`config.mk`:
```
export PLATFORM = sky130hd
export DESIGN_NAME = buddy_block_allocator
export DESIGN_NICKNAME = d
export VERILOG_FILES = /design/src/hw/rtl/bba_pkg.sv /design/src/hw/rtl/buddy_block_allocator.sv /design/src/hw/rtl/bba_store.sv /design/src/hw/rtl/bba_ctrl.sv
export SDC_FILE = /design/constraint.sdc
export NUM_CORES = 1
export LEC_CHECK = 0
export BUFFER_PORTS_ARGS = -buffer_cell sky130_fd_sc_hd__buf_2
export CELL_PAD_IN_SITES_DETAIL_PLACEMENT = 0
export CELL_PAD_IN_SITES_GLOBAL_PLACEMENT = 1
export CORE_MARGIN = 2
export CORE_UTILIZATION = 52
export DETAILED_ROUTE_END_ITERATION = 8
export PLACE_DENSITY_LB_ADDON = 0.1
export SLEW_MARGIN = 30
export SYNTH_ARGS = -nofsm -noshare
export SYNTH_HDL_FRONTEND = slang
export SYNTH_SLANG_ARGS = --single-unit
export TNS_END_PERCENT = 1
```
`constraint.sdc`:
```
create_clock -name i_clk -period 5.6 [get_ports i_clk]
set_input_delay 0.84 -clock i_clk [delete_from_list [all_inputs] [get_ports i_clk]]
set_output_delay 0.84 -clock i_clk [all_outputs]
set_load 0.05 [all_outputs]
```
`src/hw/rtl/bba_pkg.sv`:
```
`default_nettype none
// ----------------------------------------------------------------------------
// bba_pkg
// Shared types, codes and helper function of the buddy block allocator.
// ----------------------------------------------------------------------------
package bba_pkg;

    localparam int SIZE_W  = 16;  // request size field
    localparam int VALUE_W = 16;  // result value field
    localparam int ORDER_W = 3;   // stored block order
    localparam int NEED_W  = 5;   // rounded-up log2 of a request, up to 16

    typedef enum logic [2:0] {
        ST_IDLE,
        ST_SCAN,
        ST_SHIFT,
        ST_BUDDY,
        ST_OWN,
        ST_RESP,
        ST_QCNT,
        ST_QENT
    } t_state;

    typedef enum logic [1:0] {
        KIND_ALLOC = 2'd0,
        KIND_FAIL  = 2'd1,
        KIND_COUNT = 2'd2,
        KIND_ENTRY = 2'd3
    } t_kind;

    // one result loaded into the output register
    typedef struct packed {
        logic               valid;
        t_kind              kind;
        logic [VALUE_W-1:0] value;
        logic               last;
    } t_result;

    // ceil(log2(size)), a zero size counts as one unit
    function automatic logic [NEED_W-1:0] f_need(input logic [SIZE_W-1:0] size);
        logic [SIZE_W-1:0] v;
        logic [NEED_W-1:0] n;
        v = (size == '0) ? '0 : size - SIZE_W'(1);
        n = '0;
        for (int b = 0; b < SIZE_W; b++) begin
            if (v[b]) begin
                n = NEED_W'(b + 1);
            end
        end
        return n;
    endfunction

endpackage
`default_nettype wire

```
`src/hw/rtl/buddy_block_allocator.sv`:
```
`default_nettype none
// ----------------------------------------------------------------------------
// buddy_block_allocator
// Allocate-only buddy allocator over 2^total_order units, with block list
// kept in one synchronous memory and a result register on the output.
// ----------------------------------------------------------------------------
// usage
//   slave stream: one transfer per command. tuser selects allocate (0) or
//   query (1); tdata carries owner id and request size.
//   master stream: allocate gives one transfer (kind allocated or failed);
//   query gives the block count, then one owner per block in address order,
//   tlast on the final one. kind travels in tuser, value in tdata.
//   config: i_cfg_wr_en writes total_order (clamped to MAX_ORDER) and resets
//   the list to one free block; write only while no command is in flight.
// timing
//   allocate: blocks are scanned one per cycle over the memory read port,
//   then the tail entries are moved up one per cycle, then one buddy is
//   written per split, then the owner entry, before the result.
//   query: one result per cycle when not stalled.
// reset
//   one free block of order min(5, MAX_ORDER); no memory sweep is needed,
//   entry 0 reads as that block until first written.
// stall
//   the output register holds a result while tready is low; the sequencer
//   waits for it, and a new command is taken while the last result waits.
// ----------------------------------------------------------------------------
module buddy_block_allocator #(
    parameter int MAX_ORDER = 5,
    parameter int ID_WIDTH  = 16
) (
    input  wire         i_clk,
    input  wire         i_rst_n,
    input  wire         i_cfg_wr_en,
    input  wire [2:0]   i_cfg_wr_data,    // total_order
    input  wire         i_s_axis_tvalid,
    output logic        o_s_axis_tready,
    input  wire [31:0]  i_s_axis_tdata,   // [15:0] owner_id, [31:16] request_size
    input  wire [0:0]   i_s_axis_tuser,   // [0] func
    output logic        o_m_axis_tvalid,
    input  wire         i_m_axis_tready,
    output logic [15:0] o_m_axis_tdata,   // [15:0] result_value
    output logic [1:0]  o_m_axis_tuser,   // [1:0] result_kind
    output logic        o_m_axis_tlast    // last
);
    import bba_pkg::*;

    t_result                w_res;
    logic                   w_out_free;
    logic [ORDER_W-1:0]     w_total_order;
    logic                   w_rd_en;
    logic [MAX_ORDER-1:0]   w_rd_addr;
    logic                   w_wr_en;
    logic [MAX_ORDER-1:0]   w_wr_addr;
    logic [ORDER_W-1:0]     w_wr_order;
    logic [ID_WIDTH-1:0]    w_wr_owner;
    logic [ORDER_W-1:0]     w_rd_order;
    logic [ID_WIDTH-1:0]    w_rd_owner;

    // output register
    logic                   r_ov;
    t_kind                  r_okind;
    logic [VALUE_W-1:0]     r_ovalue;
    logic                   r_olast;

    // slot is free when empty or draining this cycle
    assign w_out_free = !r_ov || i_m_axis_tready;

    bba_ctrl #(
        .MAX_ORDER (MAX_ORDER),
        .ID_WIDTH  (ID_WIDTH)
    ) u_ctrl (
        .i_clk          (i_clk),
        .i_rst_n        (i_rst_n),
        .i_cfg_wr_en    (i_cfg_wr_en),
        .i_cfg_wr_data  (i_cfg_wr_data),
        .i_in_valid     (i_s_axis_tvalid),
        .o_in_ready     (o_s_axis_tready),
        .i_func         (i_s_axis_tuser[0]),
        .i_owner_id     (i_s_axis_tdata[15:0]),
        .i_request_size (i_s_axis_tdata[31:16]),
        .i_out_free     (w_out_free),
        .o_res          (w_res),
        .o_total_order  (w_total_order),
        .o_rd_en        (w_rd_en),
        .o_rd_addr      (w_rd_addr),
        .o_wr_en        (w_wr_en),
        .o_wr_addr      (w_wr_addr),
        .o_wr_order     (w_wr_order),
        .o_wr_owner     (w_wr_owner),
        .i_rd_order     (w_rd_order),
        .i_rd_owner     (w_rd_owner)
    );

    bba_store #(
        .AW       (MAX_ORDER),
        .ID_WIDTH (ID_WIDTH)
    ) u_store (
        .i_clk        (i_clk),
        .i_rst_n      (i_rst_n),
        .i_init       (i_cfg_wr_en),
        .i_init_order (w_total_order),
        .i_rd_en      (w_rd_en),
        .i_rd_addr    (w_rd_addr),
        .i_wr_en      (w_wr_en),
        .i_wr_addr    (w_wr_addr),
        .i_wr_order   (w_wr_order),
        .i_wr_owner   (w_wr_owner),
        .o_rd_order   (w_rd_order),
        .o_rd_owner   (w_rd_owner)
    );

    always_ff @(posedge i_clk) begin
        if (!i_rst_n) begin
            r_ov <= 1'b0;
        end else if (w_res.valid) begin
            r_ov <= 1'b1;
        end else if (i_m_axis_tready) begin
            r_ov <= 1'b0;
        end
    end

    // result payload, loaded only into a free slot
    always_ff @(posedge i_clk) begin
        if (w_res.valid) begin
            r_okind  <= w_res.kind;
            r_ovalue <= w_res.value;
            r_olast  <= w_res.last;
        end
    end

    assign o_m_axis_tvalid = r_ov;
    assign o_m_axis_tdata  = r_ovalue;
    assign o_m_axis_tuser  = r_okind;
    assign o_m_axis_tlast  = r_olast;

endmodule
`default_nettype wire

```
`src/hw/rtl/bba_store.sv`:
```
`default_nettype none
// ----------------------------------------------------------------------------
// bba_store
// Block list memory: order and owner per entry, one write and one registered
// read per cycle. Entry 0 reads as one free block of the configured order
// until it is first written after reset or a configuration write.
// ----------------------------------------------------------------------------
module bba_store #(
    parameter int AW       = 5,
    parameter int ID_WIDTH = 16
) (
    input  wire                         i_clk,
    input  wire                         i_rst_n,
    input  wire                         i_init,
    input  wire [bba_pkg::ORDER_W-1:0]  i_init_order,
    input  wire                         i_rd_en,
    input  wire [AW-1:0]                i_rd_addr,
    input  wire                         i_wr_en,
    input  wire [AW-1:0]                i_wr_addr,
    input  wire [bba_pkg::ORDER_W-1:0]  i_wr_order,
    input  wire [ID_WIDTH-1:0]          i_wr_owner,
    output logic [bba_pkg::ORDER_W-1:0] o_rd_order,
    output logic [ID_WIDTH-1:0]         o_rd_owner
);
    import bba_pkg::*;

    localparam int DEPTH = 1 << AW;
    localparam int DW    = ORDER_W + ID_WIDTH;

    logic [DW-1:0] mem [DEPTH];
    logic [DW-1:0] r_rd_data;
    logic          r_fresh;
    logic          r_rd_fresh;

    always_ff @(posedge i_clk) begin
        if (i_wr_en) begin
            mem[i_wr_addr] <= {i_wr_order, i_wr_owner};
        end
        if (i_rd_en) begin
            r_rd_data <= mem[i_rd_addr];
        end
    end

    // entry 0 stays virtual until its first write
    always_ff @(posedge i_clk) begin
        if (!i_rst_n) begin
            r_fresh    <= 1'b1;
            r_rd_fresh <= 1'b0;
        end else begin
            if (i_init) begin
                r_fresh <= 1'b1;
            end else if (i_wr_en && (i_wr_addr == '0)) begin
                r_fresh <= 1'b0;
            end
            if (i_rd_en) begin
                r_rd_fresh <= r_fresh && (i_rd_addr == '0);
            end
        end
    end

    assign o_rd_order = r_rd_fresh ? i_init_order : r_rd_data[DW-1 -: ORDER_W];
    assign o_rd_owner = r_rd_fresh ? '0 : r_rd_data[ID_WIDTH-1:0];

endmodule
`default_nettype wire

```
`src/hw/rtl/bba_ctrl.sv`:
```
`default_nettype none
// ----------------------------------------------------------------------------
// bba_ctrl
// Sequencer: first-fit scan, tail shift, buddy insertion, owner write and
// query readout over the block list memory.
// ----------------------------------------------------------------------------
module bba_ctrl #(
    parameter int MAX_ORDER = 5,
    parameter int ID_WIDTH  = 16
) (
    input  wire                         i_clk,
    input  wire                         i_rst_n,
    input  wire                         i_cfg_wr_en,
    input  wire [bba_pkg::ORDER_W-1:0]  i_cfg_wr_data,
    input  wire                         i_in_valid,
    output logic                        o_in_ready,
    input  wire                         i_func,
    input  wire [bba_pkg::SIZE_W-1:0]   i_owner_id,
    input  wire [bba_pkg::SIZE_W-1:0]   i_request_size,
    input  wire                         i_out_free,
    output bba_pkg::t_result            o_res,
    output logic [bba_pkg::ORDER_W-1:0] o_total_order,
    output logic                        o_rd_en,
    output logic [MAX_ORDER-1:0]        o_rd_addr,
    output logic                        o_wr_en,
    output logic [MAX_ORDER-1:0]        o_wr_addr,
    output logic [bba_pkg::ORDER_W-1:0] o_wr_order,
    output logic [ID_WIDTH-1:0]         o_wr_owner,
    input  wire [bba_pkg::ORDER_W-1:0]  i_rd_order,
    input  wire [ID_WIDTH-1:0]          i_rd_owner
);
    import bba_pkg::*;

    localparam int AW = MAX_ORDER;
    localparam int CW = MAX_ORDER + 1;
    localparam logic [ORDER_W-1:0] RST_ORDER =
        (MAX_ORDER < 5) ? ORDER_W'(MAX_ORDER) : ORDER_W'(5);

    function automatic logic [ORDER_W-1:0] f_clamp(input logic [ORDER_W-1:0] v);
        return (int'(v) > MAX_ORDER) ? ORDER_W'(MAX_ORDER) : v;
    endfunction

    t_state               r_state, n_state;
    logic [ORDER_W-1:0]   r_total_order;
    logic [CW-1:0]        r_count;
    logic [AW-1:0]        r_idx;
    logic [AW-1:0]        r_i;
    logic [AW-1:0]        r_j;
    logic [ORDER_W-1:0]   r_k;
    logic [ORDER_W-1:0]   r_need;
    logic [ORDER_W-1:0]   r_bord;
    logic [ID_WIDTH-1:0]  r_id;
    t_kind                r_kind;

    logic [NEED_W-1:0]          w_need;
    logic                       w_too_big;
    logic                       w_fit;
    logic [ORDER_W-1:0]         w_k;
    logic [CW-1:0]              w_idx_inc;
    logic                       w_scan_end;
    logic                       w_q_last;
    logic [AW-1:0]              w_last_addr;
    logic                       w_shift_more;
    logic                       w_buddy_end;
    logic [CW-1:0]              w_shift_dst;
    logic [ID_WIDTH+SIZE_W-1:0] w_id_ext;
    logic [ID_WIDTH+VALUE_W-1:0] w_own_ext;

    assign w_need       = f_need(i_request_size);
    assign w_too_big    = w_need > NEED_W'(r_total_order);
    assign w_fit        = (i_rd_owner == '0) && (i_rd_order >= r_need);
    assign w_k          = i_rd_order - r_need;
    assign w_idx_inc    = {1'b0, r_idx} + CW'(1);
    assign w_scan_end   = w_idx_inc >= r_count;
    assign w_q_last     = w_idx_inc == r_count;
    assign w_last_addr  = AW'(r_count - CW'(1));
    assign w_shift_more = {1'b0, r_j} > ({1'b0, r_i} + CW'(1));
    assign w_buddy_end  = {1'b0, r_j} == ({1'b0, r_i} + CW'(r_k));
    assign w_shift_dst  = {1'b0, r_j} + CW'(r_k);
    assign w_id_ext     = {{ID_WIDTH{1'b0}}, i_owner_id};
    assign w_own_ext    = {{VALUE_W{1'b0}}, i_rd_owner};
    assign o_total_order = r_total_order;

    // next state
    always_comb begin
        n_state = r_state;
        unique case (r_state)
            ST_IDLE: begin
                if (i_in_valid) begin
                    if (i_func) begin
                        n_state = ST_QCNT;
                    end else if (w_too_big) begin
                        n_state = ST_RESP;
                    end else begin
                        n_state = ST_SCAN;
                    end
                end
            end
            ST_SCAN: begin
                if (w_fit) begin
                    if (w_k == '0) begin
                        n_state = ST_OWN;
                    end else if (!w_scan_end) begin
                        n_state = ST_SHIFT;
                    end else begin
                        n_state = ST_BUDDY;
                    end
                end else if (w_scan_end) begin
                    n_state = ST_RESP;
                end
            end
            ST_SHIFT: begin
                if (!w_shift_more) begin
                    n_state = ST_BUDDY;
                end
            end
            ST_BUDDY: begin
                if (w_buddy_end) begin
                    n_state = ST_OWN;
                end
            end
            ST_OWN:  n_state = ST_RESP;
            ST_RESP: begin
                if (i_out_free) begin
                    n_state = ST_IDLE;
                end
            end
            ST_QCNT: begin
                if (i_out_free) begin
                    n_state = ST_QENT;
                end
            end
            ST_QENT: begin
                if (i_out_free && w_q_last) begin
                    n_state = ST_IDLE;
                end
            end
            default: n_state = ST_IDLE;
        endcase
    end

    // memory ports and results
    always_comb begin
        o_in_ready = 1'b0;
        o_rd_en    = 1'b0;
        o_rd_addr  = '0;
        o_wr_en    = 1'b0;
        o_wr_addr  = r_j;
        o_wr_order = i_rd_order;
        o_wr_owner = i_rd_owner;
        o_res      = '{valid: 1'b0, kind: KIND_ALLOC, value: '0, last: 1'b1};
        unique case (r_state)
            ST_IDLE: begin
                o_in_ready = 1'b1;
                o_rd_en    = i_in_valid && !i_func;
            end
            ST_SCAN: begin
                if (!w_fit) begin
                    o_rd_en   = !w_scan_end;
                    o_rd_addr = w_idx_inc[AW-1:0];
                end else begin
                    o_rd_en   = (w_k != '0) && !w_scan_end;
                    o_rd_addr = w_last_addr;
                end
            end
            ST_SHIFT: begin
                o_wr_en   = 1'b1;
                o_wr_addr = w_shift_dst[AW-1:0];
                o_rd_en   = w_shift_more;
                o_rd_addr = r_j - AW'(1);
            end
            ST_BUDDY: begin
                o_wr_en    = 1'b1;
                o_wr_addr  = r_j;
                o_wr_order = r_bord;
                o_wr_owner = '0;
            end
            ST_OWN: begin
                o_wr_en    = 1'b1;
                o_wr_addr  = r_i;
                o_wr_order = r_need;
                o_wr_owner = r_id;
            end
            ST_RESP: begin
                o_res = '{valid: i_out_free, kind: r_kind, value: '0, last: 1'b1};
            end
            ST_QCNT: begin
                o_rd_en = i_out_free;
                o_res   = '{valid: i_out_free, kind: KIND_COUNT,
                            value: VALUE_W'(r_count), last: (r_count == '0)};
            end
            ST_QENT: begin
                o_rd_en   = i_out_free && !w_q_last;
                o_rd_addr = w_idx_inc[AW-1:0];
                o_res     = '{valid: i_out_free, kind: KIND_ENTRY,
                              value: w_own_ext[VALUE_W-1:0], last: w_q_last};
            end
            default: o_in_ready = 1'b0;
        endcase
    end

    always_ff @(posedge i_clk) begin
        if (!i_rst_n) begin
            r_state       <= ST_IDLE;
            r_total_order <= RST_ORDER;
            r_count       <= CW'(1);
        end else begin
            r_state <= n_state;
            if (i_cfg_wr_en) begin
                r_total_order <= f_clamp(i_cfg_wr_data);
                r_count       <= CW'(1);
            end else if (r_state == ST_OWN) begin
                r_count <= r_count + CW'(r_k);
            end
        end
    end

    // working registers
    always_ff @(posedge i_clk) begin
        case (r_state)
            ST_IDLE: begin
                r_idx  <= '0;
                r_id   <= w_id_ext[ID_WIDTH-1:0];
                r_need <= w_need[ORDER_W-1:0];
                r_kind <= KIND_FAIL;
            end
            ST_SCAN: begin
                if (w_fit) begin
                    r_i    <= r_idx;
                    r_k    <= w_k;
                    r_bord <= r_need;
                    r_j    <= w_scan_end ? w_idx_inc[AW-1:0] : w_last_addr;
                end else if (!w_scan_end) begin
                    r_idx <= w_idx_inc[AW-1:0];
                end
            end
            ST_SHIFT: begin
                r_j <= w_shift_more ? r_j - AW'(1) : r_i + AW'(1);
            end
            ST_BUDDY: begin
                if (!w_buddy_end) begin
                    r_j    <= r_j + AW'(1);
                    r_bord <= r_bord + ORDER_W'(1);
                end
            end
            ST_OWN: begin
                r_kind <= KIND_ALLOC;
            end
            ST_QENT: begin
                if (i_out_free && !w_q_last) begin
                    r_idx <= w_idx_inc[AW-1:0];
                end
            end
            default: begin
            end
        endcase
    end

    // a finished split grows the list by the number of buddies
    a_count_grows: assert property (@(posedge i_clk) disable iff (!i_rst_n)
        (r_state == ST_OWN) |=> (r_count == $past(r_count) + CW'($past(r_k))))
        else $error("block count did not grow by the split depth");

    // tail moves only upward, above the split block
    a_shift_up: assert property (@(posedge i_clk) disable iff (!i_rst_n)
        (r_state == ST_SHIFT) |-> ((o_wr_addr > r_j) && (o_wr_addr > r_i)))
        else $error("tail shift writes below its source");

    // the scan never looks past the end of the list
    a_scan_range: assert property (@(posedge i_clk) disable iff (!i_rst_n)
        (r_state == ST_SCAN) |-> ({1'b0, r_idx} < r_count))
        else $error("scan index beyond block count");

endmodule
`default_nettype wire

```
==> key figures <==
Floorplanning
  • Row count: 88
  • Initial core utilization: 52.3%
  • Die width: 244 microns
  • Total Die Area: 59,700 sq um
  • Die H: 244 microns
  • Area of the core: 57,400 sq um
  • Ports: 62

Worst setup path
  • Largest fanout on the critical path: 73
  • CP most frequent cell: mux2i_1
  • Worst Setup SP: u_store.r_rd_fresh
  • Required time worst endpoint: 5930 ps
  • Cell family with most CP delay: compound AO/OA/AOI/OAI gates
  • CP Class: reg2reg
  • Critical path endpoint category: flip-flop
  • Worst-path cell chain: mux2_2 > inv_1 > ha_1 > nand2b_1 > a31oi_2 > mux2i_1 > and3_4 > buf_12 > mux2i_1 > a22oi_1 > a221oi_2 > o221ai_1
  • RR Startpoint: u_store.r_rd_fresh
  • Slowest CP cell: and3_4
  • CP Launch Type: flip-flop
  • Slowest Stage Delay on Critical Path: 620 ps
  • CP Buf/Inv Count: 2
  • Arr. time, crit path: 5220 ps

GRT
  • Grt met2 use: 43.9%
  • GRT Resource Usage Total: 28.3%
  • Vias in the first global route: 18.8k
  • Initial antenna violation count: 0
  • First-pass GRT wire length: 124 mm
  • Gr busiest metal: met2
  • Global routing met1 resource utilization: 42.2%
  • GRT Residual Overflow: 0
  • GR Util met3: 4.21%
  • Pin count of the biggest net entering global routing: 156

Power
  • Sw Ratio: 41.8%
  • Power per cell area: 660 nW/um^2
  • Seq pwr share: 36.2%
  • Internal power: 0.0130 W
  • Leak Pwr: 11.5 nW
  • Clock network power share: 20.7%
  • Peak VDD IR: 0.000540 V
  • Combinational Power Share: 43.1%
  • NetSw: 0.00934 W

Run
  • Max_cap viols: 0

Final layout
  • Final net count: 2,495
  • N_diodes: 0
  • Register area: 20,900 sq um
  • Fraction of layout cells with a size suffix above 1: 14.0%
  • Synthesis-to-finish area growth: 12.6%
  • Design area: 33,800 sq um
  • Multi-input gate area: 8410 sq um
  • # fillers: 4,564

Clock tree
  • Resized Gates After CTS: 0
  • Clock slew at reported path FFs: 60 ps
  • CTS Buf Count: 73
  • Worst skew pair latency: 620 ps
  • Sink Count: 702
  • Post-CTS Hold Fix Bufs: 0
  • Setup Buffers After CTS: 0
  • H-tree depth: 3
  • CTS Buffer Depth: 3
  • CTS root buf: clkbuf_16
  • TritonCTS clock tree: done

Timing
  • Tmin final: 4890 ps
  • TNS Setup: 0 ps
  • Final Hold Fails: 0
  • Max Fclk: 205 MHz
  • Worst Clk Skew: 13.3 ps
  • Worst-margin pin slew: 1080 ps
  • RSZ-0062 raised after global routing: no
  • Final period utilization: 87.2%
  • Max-slew violation count: 0
  • Final setup vio count: 0
  • Max-slew headroom: 27.9%

Synth
  • Post-Syn Nets: 2,401
  • Synth Cell Area: 30,000 sq um
  • Largest family of logic cells by synthesized area: simple AND/OR/NAND/NOR gates
  • Post-synthesis mux area share: 1.28%
  • YS warnings: 0
  • EDFF count, synth: 687
  • Ys flop type: edfxtp_1
  • XOR/XNOR Fraction of Synth Area: 0.904%
  • Adder-cell share of the synthesized area: 1.64%
  • Flops & latches, synth: 702
  • Cell count after synthesis: 2,323
  • Post-synth ARST share: 0%
  • Post-Synth Simple-Gate Area: 12.8%
  • Register area share after synthesis: 69.7%
  • Compound-cell area share of the yosys netlist: 10.9%
  • Netlist cell types: 75
  • Mapped Avg Cell Area: 12.9 sq um

Drt
  • DRC: 0
  • Total Routed Length: 84.6 mm
  • Via count: 20.0k
  • DRT Pass-1 Iters: 6
  • Post-DRT Antenna Nets: 0
  • Routed wire length per instance: 26.1 microns
  • Violation count after the first detailed-routing iteration: 2,227
  • Vias per inst: 6.16

Hold path
  • Worst min-delay path class: in2reg
  • Worst Min Path Start: i_s_axis_tdata[1]

Place
  • Buffers on Ports: 61
  • Post-DP Area: 31,600 sq um
  • Placer congestion estimate: 0.878
  • Detailed placement HPWL: 51.0 mm

Run status
  • Status: completed
[Yosys cell counts (all sizes together) (3+ instances only)]
| cell | instances | area (sq um) |
|---|---|---|
| o221ai | 20 | 175 |
| clkbuf | 68 | 255 |
| nor2 | 130 | 515 |
| a32o | 19 | 190 |
| o32ai | 7 | 61.3 |
| nand2 | 511 | 1920 |
| dfxtp | 15 | 300 |
| nor3b | 3 | 22.5 |
| nand3b | 4 | 30.0 |
| nor4 | 6 | 62.6 |
| a2111oi | 4 | 36.3 |
| o211ai | 6 | 45.0 |
| fa | 4 | 80.1 |
| o22ai | 32 | 200 |
| o21ai | 35 | 175 |
| and2 | 15 | 93.8 |
| a22o | 22 | 193 |
| a211oi | 22 | 165 |
| xor2 | 9 | 78.8 |
| nand4b | 3 | 26.3 |
| mux2i | 35 | 350 |
| edfxtp | 687 | 20600 |
| xnor2 | 22 | 193 |
| inv | 40 | 150 |
| nand3 | 108 | 546 |
| a32oi | 39 | 342 |
| o31ai | 3 | 22.5 |
| a21oi | 139 | 699 |
| buf | 72 | 420 |
| ha | 33 | 413 |
| or3 | 23 | 144 |
| nand4 | 22 | 144 |
| a221oi | 20 | 288 |
| or2 | 3 | 18.8 |
| nand2b | 12 | 75.1 |
| nor3 | 24 | 120 |
| o21a | 4 | 30.0 |
| mux2 | 3 | 33.8 |
| a21o | 12 | 90.1 |
| nor2b | 9 | 56.3 |
| and3 | 6 | 42.5 |
| o2111ai | 18 | 158 |
| a31oi | 8 | 56.3 |
| a22oi | 29 | 218 |
| or4 | 3 | 26.3 |
[registers in the layout (all words and copies together), names as in the netlist, 2 cells and up]
register              flops
u_store.mem             608
u_store.r_rd_data        19
o_m_axis_tdata           16
u_ctrl.r_id              16
u_ctrl.r_count            6
u_ctrl.r_i                5
u_ctrl.r_idx              5
u_ctrl.r_j                5
u_ctrl.o_total_order      3
u_ctrl.r_bord             3
u_ctrl.r_k                3
u_ctrl.r_need             3
u_ctrl.r_state            3
o_m_axis_tuser            2
[cell usage in the layout (no fill, tap or decap), types with 18 or more instances in the layout]
cell type,Yosys,layout
a211oi_1,22,22
a21oi_1,138,138
a221oi_2,18,18
a22o_1,22,22
a22oi_1,29,28
a32o_1,19,19
a32oi_1,39,39
buf_2,48,61
buf_4,2,92
clkbuf_1,68,21
clkbuf_16,0,75
edfxtp_1,687,687
ha_1,33,33
inv_1,39,39
mux2i_1,35,35
nand2_1,509,509
nand3_1,107,106
nand4_1,21,21
nor2_1,125,91
nor2_2,2,36
nor3_1,24,23
o2111ai_1,18,18
o21ai_0,34,31
o221ai_1,20,20
o22ai_1,32,32
or3_1,23,23
xnor2_1,22,22
[worst paths after layout]
kind	cells past startpoint	slack (ps)	to
worst min-delay path	1	400	u_ctrl.r_id[1]
worst min register to register	2	480	u_store.r_fresh
worst max-delay path	12	710	u_store.r_rd_data[2]
worst max register to register	12	710	u_store.r_rd_data[2]
[logic make-up (layout without fill, tap and decap cells)]
group,Yosys count,in the layout
muxes,38,38
and+or+nand+nor,883,883
AOI/OAI and AO/OA,452,452
xor gates and xnor gates,31,31
adders and majority gates,37,37
DFF,702,702
buffers and inverters,180,332
[per-layer routing]
layer	up-vias	part of all wire, %
met5	-	0
met4	0	2.5
met3	121	8.2
li1	8936	-
met1	10000	43
met2	891	46
[power by group through the flow]
stage | clock network [W] | logic (W) | registers (W)
final | 0.00462 | 0.00962 | 0.00809
after global routing | 0.00489 | 0.0103 | 0.00813
after CTS | 0.00469 | 0.00957 | 0.00807
after detailed placement | 0 | 0.00954 | 0.00818
after global placement | 0 | 0.00942 | 0.00818
after floorplan | 0 | 0.00595 | 0.00807
[worst reg2reg max path, delay by kind of cell, from the launching register on]
family	cells	cell delay, ps
DFF	1	600
AOI/OAI and AO/OA	4	1330
adders and majority gates	1	250
and+or+nand+nor	2	780
buffers and inverters	2	580
muxes	3	1070
[cell type report]
type / count / share of cell area (%)
Clock inverter: 37 / 0.877
Tap cell: 765 / 2.83
Clock buffer: 96 / 5.78
Inverter: 40 / 0.444
Timing Repair Buffer: 159 / 3.30
Sequential cell: 702 / 61.9
Multi-Input combinational cell: 1441 / 24.9
[per-stage QoR]
stage                     total power (W)  instances  worst slack, ps  hold slack (ps)  util [%]
after floorplan                    0.0140       2323             1410              445         -
after global placement             0.0176       3107              904              458      55.0
after detailed placement           0.0177       3107              763              469      55.0
after CTS                          0.0223       3240              764              374      58.9
after global routing               0.0233       3240              455              377      58.9
final                              0.0223       3240              714              402      58.9
Note: power is estimated with default switching activity, not from simulation.
